## config.mk

```make
export PLATFORM = sky130hd
export DESIGN_NAME = bounded_deque_with_search
export DESIGN_NICKNAME = d
export VERILOG_FILES = /design/src/design/bdws_pkg.sv /design/src/design/bounded_deque_with_search.sv /design/src/design/bdws_store.sv /design/src/design/bdws_ctrl.sv
export VERILOG_INCLUDE_DIRS = /design/src /design/src/design
export SDC_FILE = /design/constraint.sdc
export NUM_CORES = 1
export LEC_CHECK = 0
export BUFFER_PORTS_ARGS = -buffer_cell sky130_fd_sc_hd__buf_2
export CAP_MARGIN = 20
export CORE_ASPECT_RATIO = 0.75
export CORE_MARGIN = 3
export CORE_UTILIZATION = 64
export CTS_BUF_LIST = sky130_fd_sc_hd__clkbuf_8 sky130_fd_sc_hd__clkbuf_16
export DETAILED_ROUTE_END_ITERATION = 8
export PLACE_DENSITY = 0.81
export SLEW_MARGIN = 20
export SYNTH_ARGS = -nofsm -noshare
export SYNTH_HDL_FRONTEND = slang
export SYNTH_SLANG_ARGS = --single-unit
export TNS_END_PERCENT = 100
```

## constraint.sdc

```tcl
create_clock -name clk -period 10.8 [get_ports clk]
set_clock_uncertainty 0.05 [all_clocks]
set_input_delay 2.16 -clock clk [delete_from_list [all_inputs] [get_ports clk]]
set_output_delay 2.16 -clock clk [all_outputs]
set_load 0.05 [all_outputs]
```

## src/design/bounded_deque_with_search_macros.svh

```systemverilog
// Assertion helpers for the deque top-level design file.
`ifndef BOUNDED_DEQUE_WITH_SEARCH_MACROS_SVH
`define BOUNDED_DEQUE_WITH_SEARCH_MACROS_SVH

// Check that cons holds in the same cycle as ante.
`define BDWS_ASSERT_SAME(label, ante, cons, msg) \
    label: assert property (@(posedge clk) disable iff (!rst_n) (ante) |-> (cons)) \
        else $error(msg);

// Check that cons holds in the cycle after ante.
`define BDWS_ASSERT_NEXT(label, ante, cons, msg) \
    label: assert property (@(posedge clk) disable iff (!rst_n) (ante) |=> (cons)) \
        else $error(msg);

`endif

```

## src/design/bdws_pkg.sv

```systemverilog
`timescale 1ns / 1ps

package bdws_pkg;

    localparam int MODE_W   = 3;
    localparam int KEY_W    = 32;
    localparam int STATUS_W = 2;
    localparam int POS_W    = 4;

    typedef enum logic [MODE_W-1:0] {
        MODE_INS_FRONT = 3'd0,
        MODE_INS_BACK  = 3'd1,
        MODE_REM_FRONT = 3'd2,
        MODE_REM_BACK  = 3'd3,
        MODE_SEARCH    = 3'd4
    } mode_t;

    typedef enum logic [STATUS_W-1:0] {
        ST_OK       = 2'd0,
        ST_FULL     = 2'd1,
        ST_EMPTY    = 2'd2,
        ST_NOTFOUND = 2'd3
    } status_t;

    typedef enum logic [1:0] {
        S_IDLE = 2'b01,
        S_SCAN = 2'b10
    } ctrl_state_t;

    typedef struct packed {
        status_t            status;
        logic [POS_W-1:0]   position;
    } res_t;

endpackage

```

## src/design/bounded_deque_with_search.sv

```systemverilog
// Results: insert and remove results are registered into the result queue in the cycle after the request;
//   a search reads the stored keys from the front and ends at the first hit or after the last entry.
// Throughput: one insert or remove per cycle while the result queue has room; a search stalls the input
//   until its scan ends, since the key store has a single read port and there is one key comparator.
// Reset (rst_n, asynchronous): empties the deque and the output queue; store contents are kept.
`timescale 1ns / 1ps

`include "bounded_deque_with_search_macros.svh"

module bounded_deque_with_search #(
    parameter int DEPTH = 16
) (
    input  logic                              clk,
    input  logic                              rst_n,
    input  logic                              in_valid,
    output logic                              in_stall,
    input  logic [bdws_pkg::MODE_W-1:0]       mode,
    input  logic signed [bdws_pkg::KEY_W-1:0] key,
    output logic                              out_valid,
    input  logic                              out_stall,
    output logic [bdws_pkg::STATUS_W-1:0]     status,
    output logic [bdws_pkg::POS_W-1:0]        position
);
    import bdws_pkg::*;

    localparam int AW = $clog2(DEPTH);

    logic            we;
    logic [AW-1:0]   waddr;
    logic [KEY_W-1:0] wdata;
    logic [AW-1:0]   raddr;
    logic [KEY_W-1:0] rdata;
    logic            res_done;
    res_t            res;

    logic            out_valid_reg, out_valid_next;
    logic            spare_valid_reg, spare_valid_next;
    res_t            out_res_reg;
    res_t            spare_res_reg;
    logic            out_take;
    logic            in_accept;

    bdws_store #(
        .DEPTH (DEPTH)
    ) u_store (
        .clk   (clk),
        .we    (we),
        .waddr (waddr),
        .wdata (wdata),
        .raddr (raddr),
        .rdata (rdata)
    );

    bdws_ctrl #(
        .DEPTH (DEPTH)
    ) u_ctrl (
        .clk      (clk),
        .rst_n    (rst_n),
        .in_valid (in_valid),
        .in_stall (in_stall),
        .mode     (mode),
        .key      (key),
        .room     (!spare_valid_reg),
        .we       (we),
        .waddr    (waddr),
        .wdata    (wdata),
        .raddr    (raddr),
        .rdata    (rdata),
        .done     (res_done),
        .res      (res)
    );

    assign in_accept = in_valid && !in_stall;
    assign out_take  = out_valid_reg && !out_stall;

    // Two-entry result queue: output register plus one spare
    always_comb
    begin
        out_valid_next   = spare_valid_reg || res_done || (out_valid_reg && !out_take);
        spare_valid_next = spare_valid_reg;
        if (!out_valid_reg || out_take)
        begin
            spare_valid_next = spare_valid_reg && res_done;
        end
        else if (res_done)
        begin
            spare_valid_next = 1'b1;
        end
    end

    always_ff @(posedge clk or negedge rst_n)
    begin
        if (!rst_n)
        begin
            out_valid_reg   <= 1'b0;
            spare_valid_reg <= 1'b0;
        end
        else
        begin
            out_valid_reg   <= out_valid_next;
            spare_valid_reg <= spare_valid_next;
        end
    end

    // Advance result payloads
    always_ff @(posedge clk)
    begin
        if (!out_valid_reg || out_take)
        begin
            out_res_reg <= spare_valid_reg ? spare_res_reg : res;
            if (spare_valid_reg && res_done)
            begin
                spare_res_reg <= res;
            end
        end
        else if (res_done)
        begin
            spare_res_reg <= res;
        end
    end

    assign out_valid = out_valid_reg;
    assign status    = out_res_reg.status;
    assign position  = out_res_reg.position;

    `BDWS_ASSERT_SAME(a_no_overflow, res_done && spare_valid_reg, out_take, "result queue overflow")
    `BDWS_ASSERT_NEXT(a_scan_stalls, in_accept && mode == MODE_SEARCH && !res_done, in_stall, "input open during scan")
    `BDWS_ASSERT_SAME(a_pos_zero, out_valid && status != ST_OK, position == '0, "position set on non-hit")

endmodule

```

## src/design/bdws_store.sv

```systemverilog
`timescale 1ns / 1ps

module bdws_store #(
    parameter int DEPTH = 16
) (
    input  logic                             clk,
    input  logic                             we,
    input  logic [$clog2(DEPTH)-1:0]         waddr,
    input  logic [bdws_pkg::KEY_W-1:0]       wdata,
    input  logic [$clog2(DEPTH)-1:0]         raddr,
    output logic [bdws_pkg::KEY_W-1:0]       rdata
);
    import bdws_pkg::*;

    logic [KEY_W-1:0] mem [DEPTH];
    logic [KEY_W-1:0] rdata_reg;

    // Write one key per cycle
    always_ff @(posedge clk)
    begin
        if (we)
        begin
            mem[waddr] <= wdata;
        end
    end

    // Register the read port
    always_ff @(posedge clk)
    begin
        rdata_reg <= mem[raddr];
    end

    assign rdata = rdata_reg;

endmodule

```

## src/design/bdws_ctrl.sv

```systemverilog
`timescale 1ns / 1ps

module bdws_ctrl #(
    parameter int DEPTH = 16
) (
    input  logic                             clk,
    input  logic                             rst_n,
    input  logic                             in_valid,
    output logic                             in_stall,
    input  logic [bdws_pkg::MODE_W-1:0]      mode,
    input  logic [bdws_pkg::KEY_W-1:0]       key,
    input  logic                             room,
    output logic                             we,
    output logic [$clog2(DEPTH)-1:0]         waddr,
    output logic [bdws_pkg::KEY_W-1:0]       wdata,
    output logic [$clog2(DEPTH)-1:0]         raddr,
    input  logic [bdws_pkg::KEY_W-1:0]       rdata,
    output logic                             done,
    output bdws_pkg::res_t                   res
);
    import bdws_pkg::*;

    localparam int AW = $clog2(DEPTH);
    localparam int CW = $clog2(DEPTH + 1);

    ctrl_state_t     state_reg, state_next;
    logic [AW-1:0]   front_reg, front_next;
    logic [CW-1:0]   count_reg, count_next;
    logic [AW-1:0]   off_reg, off_next;
    logic [KEY_W-1:0] key_reg, key_next;

    logic            in_accept;
    logic            is_full;
    logic            is_empty;
    logic [AW-1:0]   woff;
    logic [AW-1:0]   wslot;
    logic [AW-1:0]   rd_off;

    // Add an offset to a slot, wrapping at the store depth
    function automatic logic [AW-1:0] slot_add(input logic [AW-1:0] a, input logic [AW-1:0] b);
        logic [AW:0] sum;
        sum = {1'b0, a} + {1'b0, b};
        if (sum >= (AW+1)'(DEPTH))
        begin
            sum = sum - (AW+1)'(DEPTH);
        end
        return sum[AW-1:0];
    endfunction

    assign in_stall  = !((state_reg == S_IDLE) && room);
    assign in_accept = in_valid && !in_stall;
    assign is_full   = (count_reg == CW'(DEPTH));
    assign is_empty  = (count_reg == '0);

    // Pick the write slot: one before front, after the back, or one past front
    assign woff  = (mode == MODE_INS_BACK)  ? count_reg[AW-1:0] :
                   (mode == MODE_INS_FRONT) ? AW'(DEPTH - 1) : AW'(1);
    assign wslot = slot_add(front_reg, woff);
    assign waddr = wslot;
    assign wdata = key;

    // Read the front on a new search, then the next entry each scan cycle
    assign rd_off = (state_reg == S_SCAN) ? off_reg + AW'(1) : '0;
    assign raddr  = slot_add(front_reg, rd_off);

    // Sequence one request
    always_comb
    begin
        state_next   = state_reg;
        front_next   = front_reg;
        count_next   = count_reg;
        off_next     = off_reg;
        key_next     = key_reg;
        we           = 1'b0;
        done         = 1'b0;
        res.status   = ST_OK;
        res.position = '0;
        unique case (state_reg)
            S_IDLE:
            begin
                if (in_accept)
                begin
                    done = 1'b1;
                    unique case (mode_t'(mode))
                        MODE_INS_FRONT:
                        begin
                            if (is_full)
                            begin
                                res.status = ST_FULL;
                            end
                            else
                            begin
                                we         = 1'b1;
                                front_next = wslot;
                                count_next = count_reg + CW'(1);
                            end
                        end
                        MODE_INS_BACK:
                        begin
                            if (is_full)
                            begin
                                res.status = ST_FULL;
                            end
                            else
                            begin
                                we         = 1'b1;
                                count_next = count_reg + CW'(1);
                            end
                        end
                        MODE_REM_FRONT:
                        begin
                            if (is_empty)
                            begin
                                res.status = ST_EMPTY;
                            end
                            else
                            begin
                                front_next = wslot;
                                count_next = count_reg - CW'(1);
                            end
                        end
                        MODE_REM_BACK:
                        begin
                            if (is_empty)
                            begin
                                res.status = ST_EMPTY;
                            end
                            else
                            begin
                                count_next = count_reg - CW'(1);
                            end
                        end
                        MODE_SEARCH:
                        begin
                            if (is_empty)
                            begin
                                res.status = ST_NOTFOUND;
                            end
                            else
                            begin
                                done       = 1'b0;
                                key_next   = key;
                                off_next   = '0;
                                state_next = S_SCAN;
                            end
                        end
                        default:
                        begin
                            res.status = ST_OK;
                        end
                    endcase
                end
            end
            S_SCAN:
            begin
                // Compare the entry read last cycle
                if (rdata == key_reg)
                begin
                    done         = 1'b1;
                    res.status   = ST_OK;
                    res.position = POS_W'(off_reg);
                    state_next   = S_IDLE;
                end
                else if (CW'(off_reg) + CW'(1) == count_reg)
                begin
                    done       = 1'b1;
                    res.status = ST_NOTFOUND;
                    state_next = S_IDLE;
                end
                else
                begin
                    off_next = off_reg + AW'(1);
                end
            end
            default:
            begin
                state_next = S_IDLE;
            end
        endcase
    end

    // Hold control state
    always_ff @(posedge clk or negedge rst_n)
    begin
        if (!rst_n)
        begin
            state_reg <= S_IDLE;
            front_reg <= '0;
            count_reg <= '0;
        end
        else
        begin
            state_reg <= state_next;
            front_reg <= front_next;
            count_reg <= count_next;
        end
    end

    // Hold scan offset and search key
    always_ff @(posedge clk)
    begin
        off_reg <= off_next;
        key_reg <= key_next;
    end

endmodule

```

# Word-level counts from Yosys, hierarchy flattened
# Memories as Yosys holds them, arrays and structs flattened. A register that Yosys moved wholly into a read port is not among the register bits.
# Index checks and enable logic that the tools add are counted.
[word_totals]
ff_bits = 61
latchBits = 0
ramBits = 512
romBits = 0
inputBits = 39
out_inout_bits = 8
elab_cells = 121
memories = 1
[mem_list]
columns = ["name", "words", "width", "rd", "rd_ports_with_merged_regs", "wr", "line_no", "source"]
rows = [
  ["u_store.mem", 16, 32, 1, 1, 1, "bdws_store.sv:15", "logic [KEY_W-1:0] mem [DEPTH];"],
]
[op_classes]
n_addsub = 8
n_mul = 0
div = 0
magnitude_cmp = 2
eq_ne = 20
shifts = 0
muxes = 51
bitwise_logic = 1
reduce_logical = 27
[op_table]
columns = ["cell", "count"]
rows = [
  ["two-way mux 4 bit", 14],
  ["equality test 32 bit", 1],
  ["two-way mux 6 bit", 4],
  ["two-way mux 2 bit", 10],
  ["inequality test 2 bit, second input constant", 9],
  ["one-hot mux 4 bit (2 select lines)", 2],
  ["two-way mux 1 bit", 14],
  ["adder 4 x 4 -> 5 bit", 2],
  ["greater-or-equal comparator 5 bit, second input constant", 2],
  ["two-way mux 5 bit", 2],
  ["one-hot mux 5 bit (2 select lines)", 1],
  ["AND reduction 5 bit", 2],
  ["one-hot mux 2 bit (2 select lines)", 2],
  ["AND reduction 4 bit", 2],
  ["nonzero test 2 bit", 4],
  ["subtractor 4 x 1 -> 4 bit, second input constant", 2],
  ["equality test 3 x 2 -> 1 bit, second input constant", 2],
  ["one-hot mux 2 bit (3 select lines)", 1],
  ["AND reduction 6 bit", 1],
  ["adder 4 x 1 -> 5 bit, second input constant", 1],
  ["adder 5 x 1 -> 5 bit, second input constant", 1],
  ["equality test 5 bit", 1],
  ["equality test 5 bit, second input constant", 1],
  ["logical AND 1 bit", 5],
  ["other kinds (16)", 23],
]

# Depth between registers and ports, before layout
[logic_depth]
depth_word = 8
depth_mapped = 11

# Cells and area by module
# A second synthesis with hierarchy kept.
[unflattened]
hier_cells = 1108
hier_area_um2 = 23281.1
[by_module_without_submodules]
columns = ["module", "instances", "cells_per_inst", "area_each_um2"]
rows = [
  ["bdws_store", 1, 838, 19835.3],
  ["bdws_ctrl", 1, 243, 2917.8],
  ["bounded_deque_with_search", 1, 27, 528.0],
]

# Worst setup path before layout
# Ideal clock, no wire load.
[synth_timing]
path_type = "input to register"
from = "input port mode[2] in the netlist's numbering"
to = "memory u_store.mem[10][0] (enable)"
setup_time_ns = 0.421
arrival_ns = 4.815
t_required_ns = 10.329
path_slack_ns = 5.514
cell_stages = 8
path_cell_list = "nor2_1 nand3b_1 ha_1 fa_1 xor2_1 inv_1 nand2_1 nor2_1"
[synth_via]
elab_chain_cells = 7
elab_cells_between_ends = 14
classes_between = "2 x add/sub; 1 x order compare; 1 x eq/ne; 8 x mux; 2 x reduce/logical"
[synth_lines]
columns = ["item", "line_no", "source"]
rows = [
  ["start, declared", "bounded_deque_with_search.sv:17", "input logic [bdws_pkg::MODE_W-1:0] mode,"],
  ["parallel branches: the longest is 7 deep, another holds adder 4 x 4 -> 5 bit", "--", ""],
  ["end, declared", "bdws_store.sv:15", ""],
]
# Parallel ways; which one is timed is not known.

# Worst setup path after layout
[layout_timing]
from = "register u_ctrl.state_reg[0]"
to = "register u_store.rdata_reg[4] (netlist: u_store.rdata[4]) (read register of u_store.mem)"
[layout_via]
elab_chain_cells = 5
elab_cells_between_ends = 6
classes_between = "2 x add/sub; 1 x order compare; 1 x eq/ne; 2 x mux"
[layout_lines]
columns = ["item", "line_no", "source"]
rows = [
  ["start, declared", "bdws_ctrl.sv:26", "ctrl_state_t state_reg, state_next;"],
  ["start signal, assigned", "bdws_ctrl.sv:193", "state_reg <= state_next;"],
  ["equality test 2 bit *", "bdws_ctrl.sv:63", "assign rd_off = (state_reg == S_SCAN) ? off_reg + AW'(1) : '0;"],
  ["two-way mux 4 bit *", "bdws_ctrl.sv:63", ""],
  ["adder 4 x 4 -> 5 bit *", "bdws_ctrl.sv:42", "sum = {1'b0, a} + {1'b0, b};"],
  ["subtractor 4 x 1 -> 4 bit / greater-or-equal comparator 5 bit (equally long branches)", "bdws_ctrl.sv:45, bdws_ctrl.sv:43", ""],
  ["two-way mux 4 bit *", "bdws_ctrl.sv:43", "if (sum >= (AW+1)'(DEPTH))"],
  ["end, declared", "bdws_store.sv:16", "logic [KEY_W-1:0] rdata_reg;"],
]
# Mark *: on every way between the ends. The rest lies on a longest branch, timed or not.
# A chain may end at the register's enable or synchronous reset.

==> results.md <==
* Vias in the first global route at 10500
* Average size of a mapped cell at 22.9 sq um
* Top FF cell, synth: edfxtp_1
* Cell variety after synth at 48
* Skew-Pair Late Insertion Delay at 0.58 ns
* Initial Util at 0.658
* H-tree levels at 2
* Port-buffer cells at 46
* Setup TNS at 0 ns
* Row count at 59
* Pleak at 8.41 nW
* Placed wire-length estimate at ~30000 microns
* Via count at ~11000
* Vias/cell at about 6.8
* GPL Wtd Cong at around 0.85
* Post-Synthesis Net Count at 1066
* Largest register FFs at 512
* Total length of routed met2 wires at approximately 23000 microns
* Global Route Usage Sum at 0.277
* Clock sinks at 605
* Routed wire length at 52600 microns
* TritonCTS clock tree: yes
* Grt ovf at 0
* Wire per inst at roughly 33 microns
* Top cells by area, synth: edfxtp_1 (73%), mux4_2 (15%), dfxtp_1 (2.8%)
* Cells after synthesis at 1012
* Max layer used: met5
* Fin crit share at 0.465
* Clock-pin slew on the worst setup and hold paths at approximately 0.06 ns
* # DRC at 0
* Root Buffer: clkbuf_16
* Nets at 1143
* Pwr dens at 251 mW/mm^2
* Clock Tree Buf Depth at 3
* Endpoints failing hold at 0
* Crit path kind: flop to flop
* Die width at 225 microns
* Yosys top cell area share at 0.727
* Count leader, synth: edfxtp_1
* CP Data Arrival Time at roughly 5.4 ns
* Number of max-cap violations at 0
* Hold WC Path Type: flop to flop
* RSZ-0062 raised after global routing: false
* Initial antenna violation count at 9
* Status: finished clean
* Synth Register Bits at around 610
* FILL cells at approximately 1900
* Crit path required time at 11.18 ns
* CP Capture Type: flop
* Pins over their slew limit at 0
* Seq/Total Area, Yosys at 0.769
* Core footprint at 0.0351 sq mm
* Die Y at 171 microns
* Headroom to the max-slew limit at 0.246
* Met1 WL at around 21000 microns
* Setup bufs post-CTS at 0
* Post-route antenna net violation count at 0
* Synth warnings at 0
* Mapped Area at 0.0231 sq mm
* Synth area leader: edfxtp_1
* Layout overhead on the synthesized area at 11.8%
* WL met3 at 7110 microns
* Largest net degree at the start of global routing at 104
* Max frequency at 199 MHz
* Final core utilization at 0.736
* Number of synthesized flops with an enable pin at 560
* Peak supply drop at 0.000214 V
* CP Max Fanout at 66
* Design Power at 6.50 mW
* Worst-margin pin slew at 1.13 ns
* I/O pin cnt at 47
* Synth top cells by count: edfxtp_1 (560), mux4_2 (158), xor2_1 (41)
* Fraction of layout cells with a size suffix above 1 at 0.287
* Die Area at 0.0385 sq mm
* R2r setup slk at 5.78 ns
* Post-layout min period at 5.02 ns
* Ys async rst share at 0.0215
* Setup-failing EPs final at 0
* Iteration-0 DRC count of the detailed router at 1562
* First-pass GRT wire length at 74200 microns
* Post-CTS Hold Fix Bufs at 0
* Num CTS Buffers at 53
* CP Launch Type: flop
* Resized cells post-CTS at 0
* First-pass iteration count of the detailed router at 5
==> critical path, cell delays in order, from the launching register on <==
cell and delay (ns):
dfstp_2 0.54, inv_1 0.05, ha_1 0.28, inv_1 0.17
nor2_1 0.11, ha_4 0.19, fa_4 1.49, buf_4 0.87
mux4_2 0.45, mux4_2 0.56
==> final timing paths <==
path                                                       from                              end  cells after the start
worst max-delay path            u_ctrl.state_reg[0]$_DFFE_PN1P_         u_store.rdata[4]$_DFF_P_                      9
worst min-delay path            u_ctrl.state_reg[0]$_DFFE_PN1P_  u_ctrl.state_reg[0]$_DFFE_PN1P_                      1
worst max register to register  u_ctrl.state_reg[0]$_DFFE_PN1P_         u_store.rdata[4]$_DFF_P_                      9
worst min register to register  u_ctrl.state_reg[0]$_DFFE_PN1P_  u_ctrl.state_reg[0]$_DFFE_PN1P_                      1
max in group asynchronous                                 rst_n  u_ctrl.state_reg[0]$_DFFE_PN1P_                      1
min in group asynchronous                                 rst_n  u_ctrl.count_reg[4]$_DFFE_PN0P_                      1
==> placed cells by master, fill, tap and decap left out, drive strengths merged, types with 4 or more instances in the layout <==
master,n
clkinv,22
a21o,5
and2,4
nor4,9
bufinv,4
edfxtp,560
o21ai,4
ha,12
mux2,4
o31ai,6
a21oi,15
dfrtp,12
nand2,16
inv,26
dfxtp,32
diode,4
buf,60
nor2,35
clkbuf,59
nand3,4
xnor2,8
xor2,41
mux4,160
==> metrics by stage <==
stage / worst slack (ns) / hold WS (ns) / cell area, sq um / std cells
final: 5.78 / 0.475 / 25900 / 1595
after global routing: 5.64 / 0.488 / 25800 / 1591
after CTS: 5.84 / 0.479 / 25600 / 1581
after detailed placement: 5.45 / 0.467 / 23900 / 1481
after global placement: 5.54 / 0.464 / 23900 / 1481
after floorplan: 5.51 / 0.431 / 23100 / 1012
==> power by group <==
group / switching [mW] / total (mW) / internal [mW]
Sequential: 0.0963 / 2.84 / 2.74
Combinational: 0.984 / 1.80 / 0.813
Clock: 0.822 / 1.87 / 1.05
Total: 1.90 / 6.50 / 4.60
==> cells by family after synthesis <==
| family | Yosys count | share of synthesized area |
|---|---|---|
| buf+inv | 50 | 0.0136 |
| fa+ha+maj | 15 | 0.00909 |
| compound gates | 43 | 0.0121 |
| xor+xnor | 49 | 0.0192 |
| flops | 605 | 0.769 |
| simple gates | 85 | 0.0180 |
| mux | 165 | 0.159 |
==> layer usage <==
metal	track usage	vias to the layer above
li1	-	4386
met1	0.428	5695
met2	0.380	670
met3	0.113	80
met4	0.0635	2
met5	0	-
==> final cells by class <==
class	instances	area, sq um	area share
flip-flops and latches	605	17800	0.688
multi-input cells	357	5190	0.201
clock buffers	59	1430	0.0554
well taps	457	572	0.0221
repair buffers	60	533	0.0206
clock inverters	41	292	0.0113
inverters	12	45.0	0.00174
diodes	4	10.0	0.000387
(Power assumes the default switching activity.)
